[src/sv/trle_pkg.sv]
// ----------------------------------------------------------------------------
// trle_pkg: shared types and constants of the TGA RLE pixel decoder.
// Holds the phase and controller state types, result kinds, error codes and
// the command and status groups that join the controller to the datapath.
// ----------------------------------------------------------------------------
package trle_pkg;

  typedef enum logic [2:0] {
    PH_HEADER = 3'd0,
    PH_ID     = 3'd1,
    PH_PKT    = 3'd2,
    PH_PIX    = 3'd3,
    PH_DONE   = 3'd4,
    PH_ERR    = 3'd5
  } phase_t;

  typedef enum logic [2:0] {
    C_IDLE,
    C_EXEC,
    C_ROUTE,
    C_EMIT_RUN,
    C_WRAP,
    C_EMIT_TAIL
  } ctrl_state_t;

  localparam logic [1:0] KIND_RUN      = 2'd0;
  localparam logic [1:0] KIND_COMPLETE = 2'd1;
  localparam logic [1:0] KIND_ERROR    = 2'd2;

  localparam logic [2:0] ERR_NONE        = 3'd0;
  localparam logic [2:0] ERR_SHORT_HDR   = 3'd1;
  localparam logic [2:0] ERR_UNSUPPORTED = 3'd2;
  localparam logic [2:0] ERR_BUDGET      = 3'd3;
  localparam logic [2:0] ERR_SHORT_ID    = 3'd4;
  localparam logic [2:0] ERR_SHORT_PKT   = 3'd5;
  localparam logic [2:0] ERR_PKT_BOUNDS  = 3'd6;

  localparam logic [0:0] REG_BUDGET   = 1'b0;
  localparam logic [0:0] REG_DATA_END = 1'b1;

  localparam int HeaderLen   = 18;
  localparam int OutDataBits = 96;

  localparam logic [7:0] TYPE_RAW = 8'd2;
  localparam logic [7:0] TYPE_RLE = 8'd10;

  typedef struct packed {
    logic take;
    logic exec;
    logic load_run;
    logic load_tail;
    logic wrap_start;
  } trle_cmd_t;

  typedef struct packed {
    logic has_run;
    logic has_tail;
    logic need_wrap;
    logic wrap_done;
    logic out_free;
  } trle_status_t;

endpackage

[src/sv/trle_wrap.sv]
// ----------------------------------------------------------------------------
// trle_wrap: advances the pixel position by one run.
// Divides column plus run length by the image width, one quotient bit a cycle,
// giving the new column and the rows to move down.
// ----------------------------------------------------------------------------
module trle_wrap
  import trle_pkg::*;
(
  input  logic        clk,
  input  logic        rst,
  input  logic        start,
  input  logic [15:0] x_in,
  input  logic [15:0] y_in,
  input  logic [7:0]  len,
  input  logic [15:0] width,
  output logic        done,
  output logic [15:0] x_out,
  output logic [15:0] y_out
);

  logic        active;
  logic [2:0]  step;
  logic [16:0] rem;
  logic [22:0] dvs;
  logic [7:0]  quo;
  logic [15:0] y_base;
  logic        fits;

  assign fits  = {6'd0, rem} >= dvs;
  assign x_out = rem[15:0];
  assign y_out = y_base + {8'd0, quo};

  always_ff @(posedge clk) begin
    if (rst) begin
      active <= 1'b0;
      done   <= 1'b0;
      step   <= 3'd0;
    end else begin
      done <= 1'b0;
      if (start) begin
        active <= 1'b1;
        step   <= 3'd7;
      end else if (active) begin
        step <= step - 3'd1;
        if (step == 3'd0) begin
          active <= 1'b0;
          done   <= 1'b1;
        end
      end
    end
  end

  always_ff @(posedge clk) begin
    if (start) begin
      rem    <= {1'b0, x_in} + {9'd0, len};
      dvs    <= {width, 7'd0};
      quo    <= 8'd0;
      y_base <= y_in;
    end else if (active) begin
      if (fits) begin
        rem <= rem - dvs[16:0];
      end
      quo <= {quo[6:0], fits};
      dvs <= {1'b0, dvs[22:1]};
    end
  end

endmodule

[src/sv/trle_ctrl.sv]
// ----------------------------------------------------------------------------
// trle_ctrl: sequencing state machine of the decoder.
// Takes one byte, lets the datapath process it, then hands out the run and
// the closing word in order, waiting on the position update between them.
// ----------------------------------------------------------------------------
module trle_ctrl
  import trle_pkg::*;
(
  input  logic         clk,
  input  logic         rst,
  input  logic         s_tvalid,
  output logic         s_tready,
  input  trle_status_t st,
  output trle_cmd_t    cmd
);

  ctrl_state_t state, state_next;

  always_ff @(posedge clk) begin
    if (rst) begin
      state <= C_IDLE;
    end else begin
      state <= state_next;
    end
  end

  always_comb begin
    state_next = state;
    unique case (state)
      C_IDLE: begin
        if (s_tvalid) state_next = C_EXEC;
      end
      C_EXEC: state_next = C_ROUTE;
      C_ROUTE: begin
        priority if (st.has_run) state_next = C_EMIT_RUN;
        else if (st.has_tail) state_next = C_EMIT_TAIL;
        else state_next = C_IDLE;
      end
      C_EMIT_RUN: begin
        if (st.out_free) begin
          priority if (st.need_wrap) state_next = C_WRAP;
          else if (st.has_tail) state_next = C_EMIT_TAIL;
          else state_next = C_IDLE;
        end
      end
      C_WRAP: begin
        if (st.wrap_done) state_next = st.has_tail ? C_EMIT_TAIL : C_IDLE;
      end
      C_EMIT_TAIL: begin
        if (st.out_free) state_next = C_IDLE;
      end
      default: state_next = C_IDLE;
    endcase
  end

  always_comb begin
    s_tready       = (state == C_IDLE);
    cmd.take       = (state == C_IDLE) && s_tvalid;
    cmd.exec       = (state == C_EXEC);
    cmd.load_run   = (state == C_EMIT_RUN) && st.out_free;
    cmd.wrap_start = (state == C_EMIT_RUN) && st.out_free && st.need_wrap;
    cmd.load_tail  = (state == C_EMIT_TAIL) && st.out_free;
  end

endmodule

[src/sv/trle_dp.sv]
// ----------------------------------------------------------------------------
// trle_dp: decoder datapath.
// Holds the header fields, packet state and pixel position, evaluates one
// byte per exec command, and owns the output word register.
// ----------------------------------------------------------------------------
module trle_dp
  import trle_pkg::*;
(
  input  logic                   clk,
  input  logic                   rst,
  input  trle_cmd_t              cmd,
  output trle_status_t           st,
  input  logic                   cfg_we,
  input  logic [0:0]             cfg_index,
  input  logic [31:0]            cfg_data,
  input  logic [7:0]             s_tdata,
  input  logic                   s_tlast,
  output logic                   m_tvalid,
  input  logic                   m_tready,
  output logic [OutDataBits-1:0] m_tdata,
  output logic [1:0]             m_tuser
);

  logic [31:0] budget, data_end;
  logic [7:0]  in_byte;
  logic        in_last;

  phase_t      phase, phase_next;
  logic [31:0] byte_offset, byte_offset_next;
  logic [7:0]  id_length, id_length_next;
  logic [7:0]  image_type, image_type_next;
  logic [15:0] width_reg, width_reg_next;
  logic [15:0] height_reg, height_reg_next;
  logic [7:0]  bit_depth, bit_depth_next;
  logic [7:0]  descriptor, descriptor_next;
  logic        cmap_flag, cmap_flag_next;
  logic [31:0] pix_count, pix_count_next;
  logic [31:0] pixels_written, pixels_written_next;
  logic [7:0]  packet_remaining, packet_remaining_next;
  logic        packet_repeated, packet_repeated_next;
  logic [1:0]  channel_index, channel_index_next;
  logic [31:0] colour_bytes, colour_bytes_next;
  logic [15:0] pos_x, pos_y;

  logic        has_run, has_tail, need_wrap;
  logic [15:0] run_x, run_y, run_w;
  logic [7:0]  run_len, run_alpha;
  logic [23:0] run_rgb;
  logic        run_colrev, run_topdown;
  logic [1:0]  tail_kind;
  logic [2:0]  tail_code;

  logic        ev_run, ev_tail;
  logic [1:0]  ev_kind;
  logic [2:0]  ev_code;
  logic [15:0] ev_x, ev_y;
  logic [7:0]  ev_len, ev_alpha;
  logic [31:0] ev_col;

  logic        wrap_done;
  logic [15:0] wrap_x, wrap_y;

  logic [2:0]  chans;
  logic        bp_fail;
  logic [2:0]  bp_code;
  logic [31:0] bo_inc;

  assign chans  = (bit_depth == 8'd32) ? 3'd4 : 3'd3;
  assign bo_inc = (byte_offset == 32'hFFFF_FFFF) ? byte_offset : byte_offset + 32'd1;

  // Checks that open a packet, shared by the header end, the ID end and the packet end.
  always_comb begin
    if (image_type == TYPE_RLE) begin
      bp_fail = bo_inc >= data_end;
      bp_code = ERR_SHORT_PKT;
    end else begin
      bp_fail = ({1'b0, bo_inc} + {30'd0, chans}) > {1'b0, data_end};
      bp_code = ERR_PKT_BOUNDS;
    end
  end

  always_comb begin
    logic        unsup, over, last_pix, rep;
    logic [7:0]  run;
    logic [9:0]  need;
    logic [31:0] col, pw_n;
    logic [7:0]  len, pr_n;
    logic [3:0]  attr;

    phase_next            = phase;
    byte_offset_next      = bo_inc;
    id_length_next        = id_length;
    image_type_next       = image_type;
    width_reg_next        = width_reg;
    height_reg_next       = height_reg;
    bit_depth_next        = bit_depth;
    descriptor_next       = descriptor;
    cmap_flag_next        = cmap_flag;
    pix_count_next        = pix_count;
    pixels_written_next   = pixels_written;
    packet_remaining_next = packet_remaining;
    packet_repeated_next  = packet_repeated;
    channel_index_next    = channel_index;
    colour_bytes_next     = colour_bytes;
    ev_run   = 1'b0;
    ev_tail  = 1'b0;
    ev_kind  = KIND_ERROR;
    ev_code  = ERR_NONE;
    ev_x     = pos_x;
    ev_y     = pos_y;
    ev_len   = 8'd1;
    ev_alpha = 8'hFF;
    ev_col   = 32'd0;
    attr     = in_byte[3:0];
    unsup    = 1'b0;
    over     = 1'b0;
    last_pix = 1'b0;
    rep      = in_byte[7];
    run      = {1'b0, in_byte[6:0]} + 8'd1;
    need     = 10'd0;
    col      = 32'd0;
    pw_n     = pixels_written;
    len      = 8'd1;
    pr_n     = packet_remaining;

    unique case (phase)
      PH_HEADER: begin
        unique case (byte_offset)
          32'd0:  id_length_next = in_byte;
          32'd1:  cmap_flag_next = (in_byte != 8'd0);
          32'd2:  image_type_next = in_byte;
          32'd12: width_reg_next = {8'd0, in_byte};
          32'd13: width_reg_next = {in_byte, width_reg[7:0]};
          32'd14: height_reg_next = {8'd0, in_byte};
          32'd15: height_reg_next = {in_byte, height_reg[7:0]};
          32'd16: begin
            bit_depth_next = in_byte;
            pix_count_next = {16'd0, width_reg} * {16'd0, height_reg};
          end
          32'd17: descriptor_next = in_byte;
          default: ;
        endcase
        if (byte_offset == 32'd17) begin
          unsup = cmap_flag || (image_type != TYPE_RAW && image_type != TYPE_RLE) ||
                  (bit_depth != 8'd24 && bit_depth != 8'd32) || (in_byte[7:6] != 2'd0) ||
                  (attr != 4'd0 && !(bit_depth == 8'd32 && attr == 4'd8));
          over  = (width_reg == 16'd0) || (height_reg == 16'd0) || (budget < 32'd24) ||
                  (pix_count > ((budget - 32'd24) >> 2));
          priority if (unsup) begin
            ev_tail = 1'b1; ev_code = ERR_UNSUPPORTED; phase_next = PH_ERR;
          end else if (over) begin
            ev_tail = 1'b1; ev_code = ERR_BUDGET; phase_next = PH_ERR;
          end else if (({1'b0, 32'(HeaderLen)} + {25'd0, id_length}) > {1'b0, data_end}) begin
            ev_tail = 1'b1; ev_code = ERR_SHORT_ID; phase_next = PH_ERR;
          end else if (id_length != 8'd0) begin
            phase_next = PH_ID;
          end else if (bp_fail) begin
            ev_tail = 1'b1; ev_code = bp_code; phase_next = PH_ERR;
          end else begin
            phase_next = (image_type == TYPE_RLE) ? PH_PKT : PH_PIX;
            packet_remaining_next = 8'd1;
            packet_repeated_next  = 1'b0;
            channel_index_next    = 2'd0;
            colour_bytes_next     = 32'd0;
          end
        end
      end
      PH_ID: begin
        if ({1'b0, bo_inc} >= ({1'b0, 32'(HeaderLen)} + {25'd0, id_length})) begin
          if (bp_fail) begin
            ev_tail = 1'b1; ev_code = bp_code; phase_next = PH_ERR;
          end else begin
            phase_next = (image_type == TYPE_RLE) ? PH_PKT : PH_PIX;
            packet_remaining_next = 8'd1;
            packet_repeated_next  = 1'b0;
            channel_index_next    = 2'd0;
            colour_bytes_next     = 32'd0;
          end
        end
      end
      PH_PKT: begin
        need = rep ? {7'd0, chans} :
               ((chans == 3'd4) ? {run, 2'd0} : ({1'b0, run, 1'b0} + {2'd0, run}));
        if ({24'd0, run} > (pix_count - pixels_written) ||
            ({1'b0, bo_inc} + {23'd0, need}) > {1'b0, data_end}) begin
          ev_tail = 1'b1; ev_code = ERR_PKT_BOUNDS; phase_next = PH_ERR;
        end else begin
          packet_remaining_next = run;
          packet_repeated_next  = rep;
          channel_index_next    = 2'd0;
          colour_bytes_next     = 32'd0;
          phase_next            = PH_PIX;
        end
      end
      PH_PIX: begin
        col      = colour_bytes | ({24'd0, in_byte} << {channel_index, 3'd0});
        last_pix = ({1'b0, channel_index} + 3'd1) >= chans;
        colour_bytes_next = col;
        if (last_pix) begin
          len      = packet_repeated ? packet_remaining : 8'd1;
          ev_run   = 1'b1;
          ev_col   = col;
          ev_len   = len;
          ev_alpha = (bit_depth == 8'd32) ? col[31:24] : 8'hFF;
          ev_x     = descriptor[4] ? (width_reg - 16'd1 - pos_x) : pos_x;
          ev_y     = descriptor[5] ? pos_y : (height_reg - 16'd1 - pos_y);
          pw_n     = pixels_written + {24'd0, len};
          pr_n     = packet_remaining - len;
          pixels_written_next   = pw_n;
          packet_remaining_next = pr_n;
          channel_index_next    = 2'd0;
          colour_bytes_next     = 32'd0;
          if (pr_n == 8'd0) begin
            if (pw_n >= pix_count) begin
              ev_tail = 1'b1; ev_kind = KIND_COMPLETE; phase_next = PH_DONE;
            end else if (bp_fail) begin
              ev_tail = 1'b1; ev_code = bp_code; phase_next = PH_ERR;
            end else begin
              phase_next = (image_type == TYPE_RLE) ? PH_PKT : PH_PIX;
              packet_remaining_next = 8'd1;
              packet_repeated_next  = 1'b0;
            end
          end
        end else begin
          channel_index_next = channel_index + 2'd1;
        end
      end
      PH_DONE, PH_ERR: ;
      default: ;
    endcase

    // The last byte of a file closes any unfinished image with an error.
    if (in_last) begin
      unique case (phase_next)
        PH_HEADER: begin ev_tail = 1'b1; ev_kind = KIND_ERROR; ev_code = ERR_SHORT_HDR; end
        PH_ID:     begin ev_tail = 1'b1; ev_kind = KIND_ERROR; ev_code = ERR_SHORT_ID; end
        PH_PKT:    begin ev_tail = 1'b1; ev_kind = KIND_ERROR; ev_code = ERR_SHORT_PKT; end
        PH_PIX:    begin ev_tail = 1'b1; ev_kind = KIND_ERROR; ev_code = ERR_PKT_BOUNDS; end
        default: ;
      endcase
    end
  end

  trle_wrap u_wrap (
    .clk   (clk),
    .rst   (rst),
    .start (cmd.wrap_start),
    .x_in  (pos_x),
    .y_in  (pos_y),
    .len   (run_len),
    .width (run_w),
    .done  (wrap_done),
    .x_out (wrap_x),
    .y_out (wrap_y)
  );

  always_ff @(posedge clk) begin
    if (rst) begin
      budget   <= 32'hFFFF_FFFF;
      data_end <= 32'hFFFF_FFFF;
    end else if (cfg_we) begin
      unique case (cfg_index)
        REG_BUDGET:   budget   <= cfg_data;
        REG_DATA_END: data_end <= cfg_data;
        default: ;
      endcase
    end
  end

  always_ff @(posedge clk) begin
    if (cmd.take) begin
      in_byte <= s_tdata;
      in_last <= s_tlast;
    end
  end

  always_ff @(posedge clk) begin
    if (rst || (cmd.exec && in_last)) begin
      phase            <= PH_HEADER;
      byte_offset      <= 32'd0;
      id_length        <= 8'd0;
      image_type       <= 8'd0;
      width_reg        <= 16'd0;
      height_reg       <= 16'd0;
      bit_depth        <= 8'd0;
      descriptor       <= 8'd0;
      cmap_flag        <= 1'b0;
      pix_count        <= 32'd0;
      pixels_written   <= 32'd0;
      packet_remaining <= 8'd0;
      packet_repeated  <= 1'b0;
      channel_index    <= 2'd0;
      colour_bytes     <= 32'd0;
      pos_x            <= 16'd0;
      pos_y            <= 16'd0;
    end else if (cmd.exec) begin
      phase            <= phase_next;
      byte_offset      <= byte_offset_next;
      id_length        <= id_length_next;
      image_type       <= image_type_next;
      width_reg        <= width_reg_next;
      height_reg       <= height_reg_next;
      bit_depth        <= bit_depth_next;
      descriptor       <= descriptor_next;
      cmap_flag        <= cmap_flag_next;
      pix_count        <= pix_count_next;
      pixels_written   <= pixels_written_next;
      packet_remaining <= packet_remaining_next;
      packet_repeated  <= packet_repeated_next;
      channel_index    <= channel_index_next;
      colour_bytes     <= colour_bytes_next;
    end else if (wrap_done) begin
      pos_x <= wrap_x;
      pos_y <= wrap_y;
    end
  end

  always_ff @(posedge clk) begin
    if (rst) begin
      has_run   <= 1'b0;
      has_tail  <= 1'b0;
      need_wrap <= 1'b0;
    end else if (cmd.exec) begin
      has_run   <= ev_run;
      has_tail  <= ev_tail;
      need_wrap <= ev_run && !in_last;
    end else begin
      if (cmd.load_run) has_run <= 1'b0;
      if (cmd.load_tail) has_tail <= 1'b0;
      if (cmd.wrap_start) need_wrap <= 1'b0;
    end
  end

  always_ff @(posedge clk) begin
    if (cmd.exec) begin
      run_x       <= ev_x;
      run_y       <= ev_y;
      run_len     <= ev_len;
      run_rgb     <= ev_col[23:0];
      run_alpha   <= ev_alpha;
      run_colrev  <= descriptor[4];
      run_topdown <= descriptor[5];
      run_w       <= width_reg;
      tail_kind   <= ev_kind;
      tail_code   <= ev_code;
    end
  end

  assign st.has_run   = has_run;
  assign st.has_tail  = has_tail;
  assign st.need_wrap = need_wrap;
  assign st.wrap_done = wrap_done;
  assign st.out_free  = !m_tvalid || m_tready;

  always_ff @(posedge clk) begin
    if (rst) begin
      m_tvalid <= 1'b0;
    end else if (cmd.load_run || cmd.load_tail) begin
      m_tvalid <= 1'b1;
    end else if (m_tready) begin
      m_tvalid <= 1'b0;
    end
  end

  always_ff @(posedge clk) begin
    if (cmd.load_run) begin
      m_tuser <= KIND_RUN;
      m_tdata <= {3'd0, run_w, run_topdown, run_colrev, run_alpha, run_rgb[7:0],
                  run_rgb[15:8], run_rgb[23:16], run_len, run_y, run_x, ERR_NONE};
    end else if (cmd.load_tail) begin
      m_tuser <= tail_kind;
      m_tdata <= {{(OutDataBits-3){1'b0}}, tail_code};
    end
  end

endmodule

[src/sv/tga_rle_pixel_decoder.sv]
// ----------------------------------------------------------------------------
// tga_rle_pixel_decoder: streaming decoder for true-color TGA images.
// Parses the header, skips the image ID and turns raw or RLE BGR(A) pixel
// data into runs of identical RGBA pixels with their destination position.
// ----------------------------------------------------------------------------
//
// Channel   Direction  Word contents
// s_*       in         tdata: data_byte; tlast: last_byte
// m_*       out        tuser: kind; tdata: error code, position, run, color
// cfg_*     in         index 0 decode_budget, index 1 data_end_offset
//
// An input word that yields no result passes through the idle, exec and route
// states. A word that completes a pixel also emits each result word and, unless
// it has tlast set, runs the wrap unit, which divides the new column by the image
// width, one quotient bit a cycle, before the new position is loaded.
// The single output register waits on m_tready and holds the block.
// Reset is synchronous and returns both registers to all ones; a word with
// tlast set rearms the decoder but keeps the registers.
module tga_rle_pixel_decoder
  import trle_pkg::*;
(
  input  logic                   clk,
  input  logic                   rst,
  input  logic                   s_tvalid,
  output logic                   s_tready,
  input  logic [7:0]             s_tdata,   // [7:0] data_byte
  input  logic                   s_tlast,
  output logic                   m_tvalid,
  input  logic                   m_tready,
  // [2:0] error_code, [18:3] dest_x, [34:19] dest_y, [42:35] run_length,
  // [50:43] red, [58:51] green, [66:59] blue, [74:67] alpha,
  // [75] columns_reversed, [76] rows_top_down, [92:77] image_width, zeros above
  output logic [OutDataBits-1:0] m_tdata,
  output logic [1:0]             m_tuser,   // [1:0] kind
  input  logic                   cfg_we,
  input  logic [0:0]             cfg_index,
  input  logic [31:0]            cfg_data
);

  trle_cmd_t    cmd;
  trle_status_t st;

  // The controller only sequences; all decoding state lives in the datapath.
  trle_ctrl u_ctrl (
    .clk      (clk),
    .rst      (rst),
    .s_tvalid (s_tvalid),
    .s_tready (s_tready),
    .st       (st),
    .cmd      (cmd)
  );

  trle_dp u_dp (
    .clk       (clk),
    .rst       (rst),
    .cmd       (cmd),
    .st        (st),
    .cfg_we    (cfg_we),
    .cfg_index (cfg_index),
    .cfg_data  (cfg_data),
    .s_tdata   (s_tdata),
    .s_tlast   (s_tlast),
    .m_tvalid  (m_tvalid),
    .m_tready  (m_tready),
    .m_tdata   (m_tdata),
    .m_tuser   (m_tuser)
  );

  // A word is processed alone: the block never takes two in a row.
  a_one_at_a_time: assert property (@(posedge clk) disable iff (rst)
    s_tvalid && s_tready |=> !s_tready)
    else $error("input taken while a word is in process");

  // Run words carry no error code and at least one pixel.
  a_run_fields: assert property (@(posedge clk) disable iff (rst)
    m_tvalid && m_tuser == KIND_RUN |-> m_tdata[2:0] == ERR_NONE && m_tdata[42:35] != 8'd0)
    else $error("run word with bad fields");

  // Closing words carry nothing beyond their code.
  a_tail_clean: assert property (@(posedge clk) disable iff (rst)
    m_tvalid && m_tuser != KIND_RUN |-> m_tdata[OutDataBits-1:3] == '0)
    else $error("closing word with payload");

endmodule
[config.mk]
export PLATFORM = sky130hd
export DESIGN_NAME = tga_rle_pixel_decoder
export DESIGN_NICKNAME = d
export VERILOG_FILES = /design/src/sv/trle_pkg.sv /design/src/sv/trle_wrap.sv /design/src/sv/trle_ctrl.sv /design/src/sv/trle_dp.sv /design/src/sv/tga_rle_pixel_decoder.sv
export SDC_FILE = /design/constraint.sdc
export NUM_CORES = 2
export LEC_CHECK = 0
export ABC_AREA = 1
export BUFFER_PORTS_ARGS = -buffer_cell sky130_fd_sc_hd__clkbuf_2
export CAP_MARGIN = 10
export CORE_MARGIN = 1.5
export CORE_UTILIZATION = 55
export DETAILED_ROUTE_END_ITERATION = 7
export PLACE_DENSITY = 0.75
export SYNTH_ARGS = -nofsm -noshare
export SYNTH_HDL_FRONTEND = slang
export SYNTH_HIERARCHICAL = 1
export SYNTH_SLANG_ARGS = --single-unit
[constraint.sdc]
create_clock -name clk -period 11.7 [get_ports clk]
set_clock_uncertainty 0.05 [all_clocks]
set_input_delay 1.755 -clock clk [delete_from_list [all_inputs] [get_ports clk]]
set_output_delay 1.755 -clock clk [all_outputs]
set_load 0.005 [all_outputs]
==> results.py <==
metrics = {
    "clock_network": {
        "clk_pin_slew_ps": 60,
        "cts_resized": 0,
        "cts_tree": "yes",
        "clk_latency_ps": 640,
        "cts_htree_levels": 3,
        "clockBufferDepth": 3,
        "cts_root_buf": "clkbuf_16",
        "cts.sinks": 570,
        "cts_hold_buf": 0,
        "postCtsSetupBuffers": 0,
        "cts_buffers": 68,
    },
    "detailed_routing": {
        "via_count": 39740,
        "drc": 0,
        "drt-wirelength-per-cell_um": 18.04,
        "first_pass_iters": 8,
        "route.antenna.remaining_nets": 0,
        "via_per_inst": 5.473,
        "drt-total-wl_um": 131000,
        "drt_iter0_markers": 3155,
    },
    "power_and_ir_drop": {
        "pwr-share-seq_pct": 43.2,
        "switchingPower_w": 0.001485,
        "internal-power_w": 0.003640,
        "p_per_area_nw_per_um2": 103.2,
        "power_frac_comb_pct": 14.3,
        "leakagePower_nw": 25.78,
        "power_frac_clock_pct": 42.5,
        "switching_share_pct": 28.97,
        "vdd_drop_max_mv": 0.1067,
    },
    "worst_setup_path": {
        "cpMostUsedCell": "nand2_1",
        "end_kind": "flip-flop",
        "start_kind": "flip-flop",
        "cp_max_fo": 32,
        "max_stage_delay_ps": 560,
        "crit_type": "reg2reg",
        "crit_slowest_cell": "inv_1",
        "critPathRequiredTime_ps": 12220,
        "arrival_ps": 7980,
        "reg2reg_slack_ps": 4240,
    },
    "place": {
        "place_area_sq_um": 47300,
        "hpwl_um": 101500,
        "gp_congestion": 0.9728,
        "io_buffers": 143,
    },
    "global_routing": {
        "antenna_found_initial": 1,
        "grt_usage_pct": 30.55,
        "grt_pass1_vias": 38400,
        "grt_pass1_wl_um": 206800,
        "grt_max_degree": 116,
        "grt_overflow": 0,
    },
    "sta": {
        "fin_crit_sh_pct": 63.73,
        "rsz0062_at_grt": "false",
        "slew_viol_final": 0,
        "hold_viol": 0,
        "setup_tns_ps": 0,
        "fin_crit_ps": 7456,
        "max_clock_freq_ghz": 0.1341,
        "setup_viol": 0,
        "tightest_slew_ps": 1088,
        "relSlewSlack_pct": 27.41,
    },
    "floorplan": {
        "core-area_sq_um": 82370,
        "fp.dieArea_sq_um": 85300,
        "core.rowCount": 105,
        "die_h_um": 292.1,
        "start_util_pct": 55.79,
        "io_pins": 147,
        "die_w_um": 292.1,
    },
    "run_status": {
        "status": "finished, final reports clean",
    },
    "synthesis": {
        "synth_cell_type_count": 68,
        "synth_edf_count": 243,
        "synth_area_sq_um": 45960,
        "synthCells": 6105,
        "synth_seq_area_share_pct": 30.12,
        "ys_async_sr_fraction_pct": 0,
        "synth-seq-cells": 570,
        "postSynthAreaPerCell_sq_um": 7.527,
        "synthFlopType": "dfxtp_1",
        "yosys_warnings": 6,
    },
    "cells_and_area": {
        "area_growth_pct": 8.010,
        "layout_common_cells": "nand2_1, inv_1, nor2_1",
        "diodes": 0,
        "largest_register_ffs": 93,
        "stdcell_area_sq_um": 49640,
        "drive_above_1_share_pct": 7.526,
        "layout_commonest_cell": "nand2_1",
        "fin_nets": 6812,
        "largest_register": "u_dp/m_tdata",
    },
    "run": {
        "maxCapViolations": 0,
    },
    "min_path": {
        "min_path_type": "reg2reg",
    },
}
-- metrics by stage --
step / power, W / setup WS [ps] / cells / hold slack (ps) / utilization (%)
after global placement: 0.002959 / 4475 / 7138 / 362.6 / 57.42
after global routing: 0.005319 / 3609 / 7262 / 390.0 / 60.26
after detailed placement: 0.002970 / 4368 / 7138 / 365.7 / 57.42
after CTS: 0.005142 / 4369 / 7262 / 380.6 / 60.26
final: 0.005125 / 4244 / 7262 / 381.4 / 60.26
after floorplan: 0.002745 / 2558 / 6107 / 358.2 / -
-- area by class of cell --
class / instances / area (sq um)
inverters: 1155 / 4343
well taps: 1070 / 1339
clock inverters: 35 / 419.2
flip-flops and latches: 570 / 13840
clock buffers: 89 / 1922
fillers: 7479 / 32740
multi-input cells: 4167 / 26790
repair buffers: 176 / 975.9
-- critical path, delay by kind of cell, from the launching register on --
| family | cells | cell delay [ps] |
|---|---|---|
| compound gates | 10 | 1370 |
| flops | 1 | 510 |
| fa+ha+maj | 4 | 1330 |
| buf+inv | 5 | 1200 |
| xor+xnor | 1 | 130 |
| simple gates | 26 | 2800 |
-- final timing paths --
| kind | startpoint | to | cells past startpoint |
|---|---|---|---|
| setup / recovery | u_dp/in_byte[0] | u_dp/colour_bytes[0] | 46 |
| hold / removal | u_dp/pos_y[9] | u_dp/u_wrap/y_base[9] | 0 |
| setup reg to reg | u_dp/in_byte[0] | u_dp/colour_bytes[0] | 46 |
| hold reg to reg | u_dp/pos_y[9] | u_dp/u_wrap/y_base[9] | 0 |
-- synthesized netlist by cell type (47+ instances only) --
cell | count | area, sq um
nor2_1 | 429 | 1610
o211ai_1 | 47 | 352.8
a21oi_1 | 393 | 1967
nand2_1 | 1407 | 5281
xor2_1 | 163 | 1428
clkbuf_1 | 163 | 611.8
ha_1 | 424 | 5305
xnor2_1 | 52 | 455.4
o21ai_0 | 312 | 1562
dfxtp_1 | 327 | 6546
edfxtp_1 | 243 | 7297
nor3_1 | 89 | 445.4
fa_1 | 203 | 4064
nand3_1 | 215 | 1076
nand4_1 | 76 | 475.5
inv_1 | 1137 | 4268
-- metal layers --
metal	vias up	wire (um)	global-route usage, %
met1	18570	56260	40.14
met4	2	5686	12.78
met3	291	8273	4.125
li1	19530	-	-
met5	-	17	0
met2	1353	60780	50.59
-- power by group through the flow --
stage | clock (W) | sequential, W | combinational (W)
finish | 0.00218 | 0.00221 | 0.000732
global route | 0.00229 | 0.00222 | 0.000815
CTS | 0.00221 | 0.00221 | 0.000724
detailed placement | 0 | 0.00225 | 0.000718
global placement | 0 | 0.00225 | 0.000708
floorplan | 0 | 0.00224 | 0.000509
-- cells by family (layout without fill, tap and decap cells) --
kind of cell             after synthesis  in the layout  synth area share, %
AND/OR/NAND/NOR                     2396           2396                22.33
AO/OA/AOI/OAI                        925            925                11.34
buffers and inverters               1370           1455                11.67
XOR/XNOR                             216            216                4.133
flip-flops                           570            570                30.12
other                                  1              3             0.008160
adder cells (fa/ha/maj)              627            627                20.39
(Power assumes the default switching activity.)
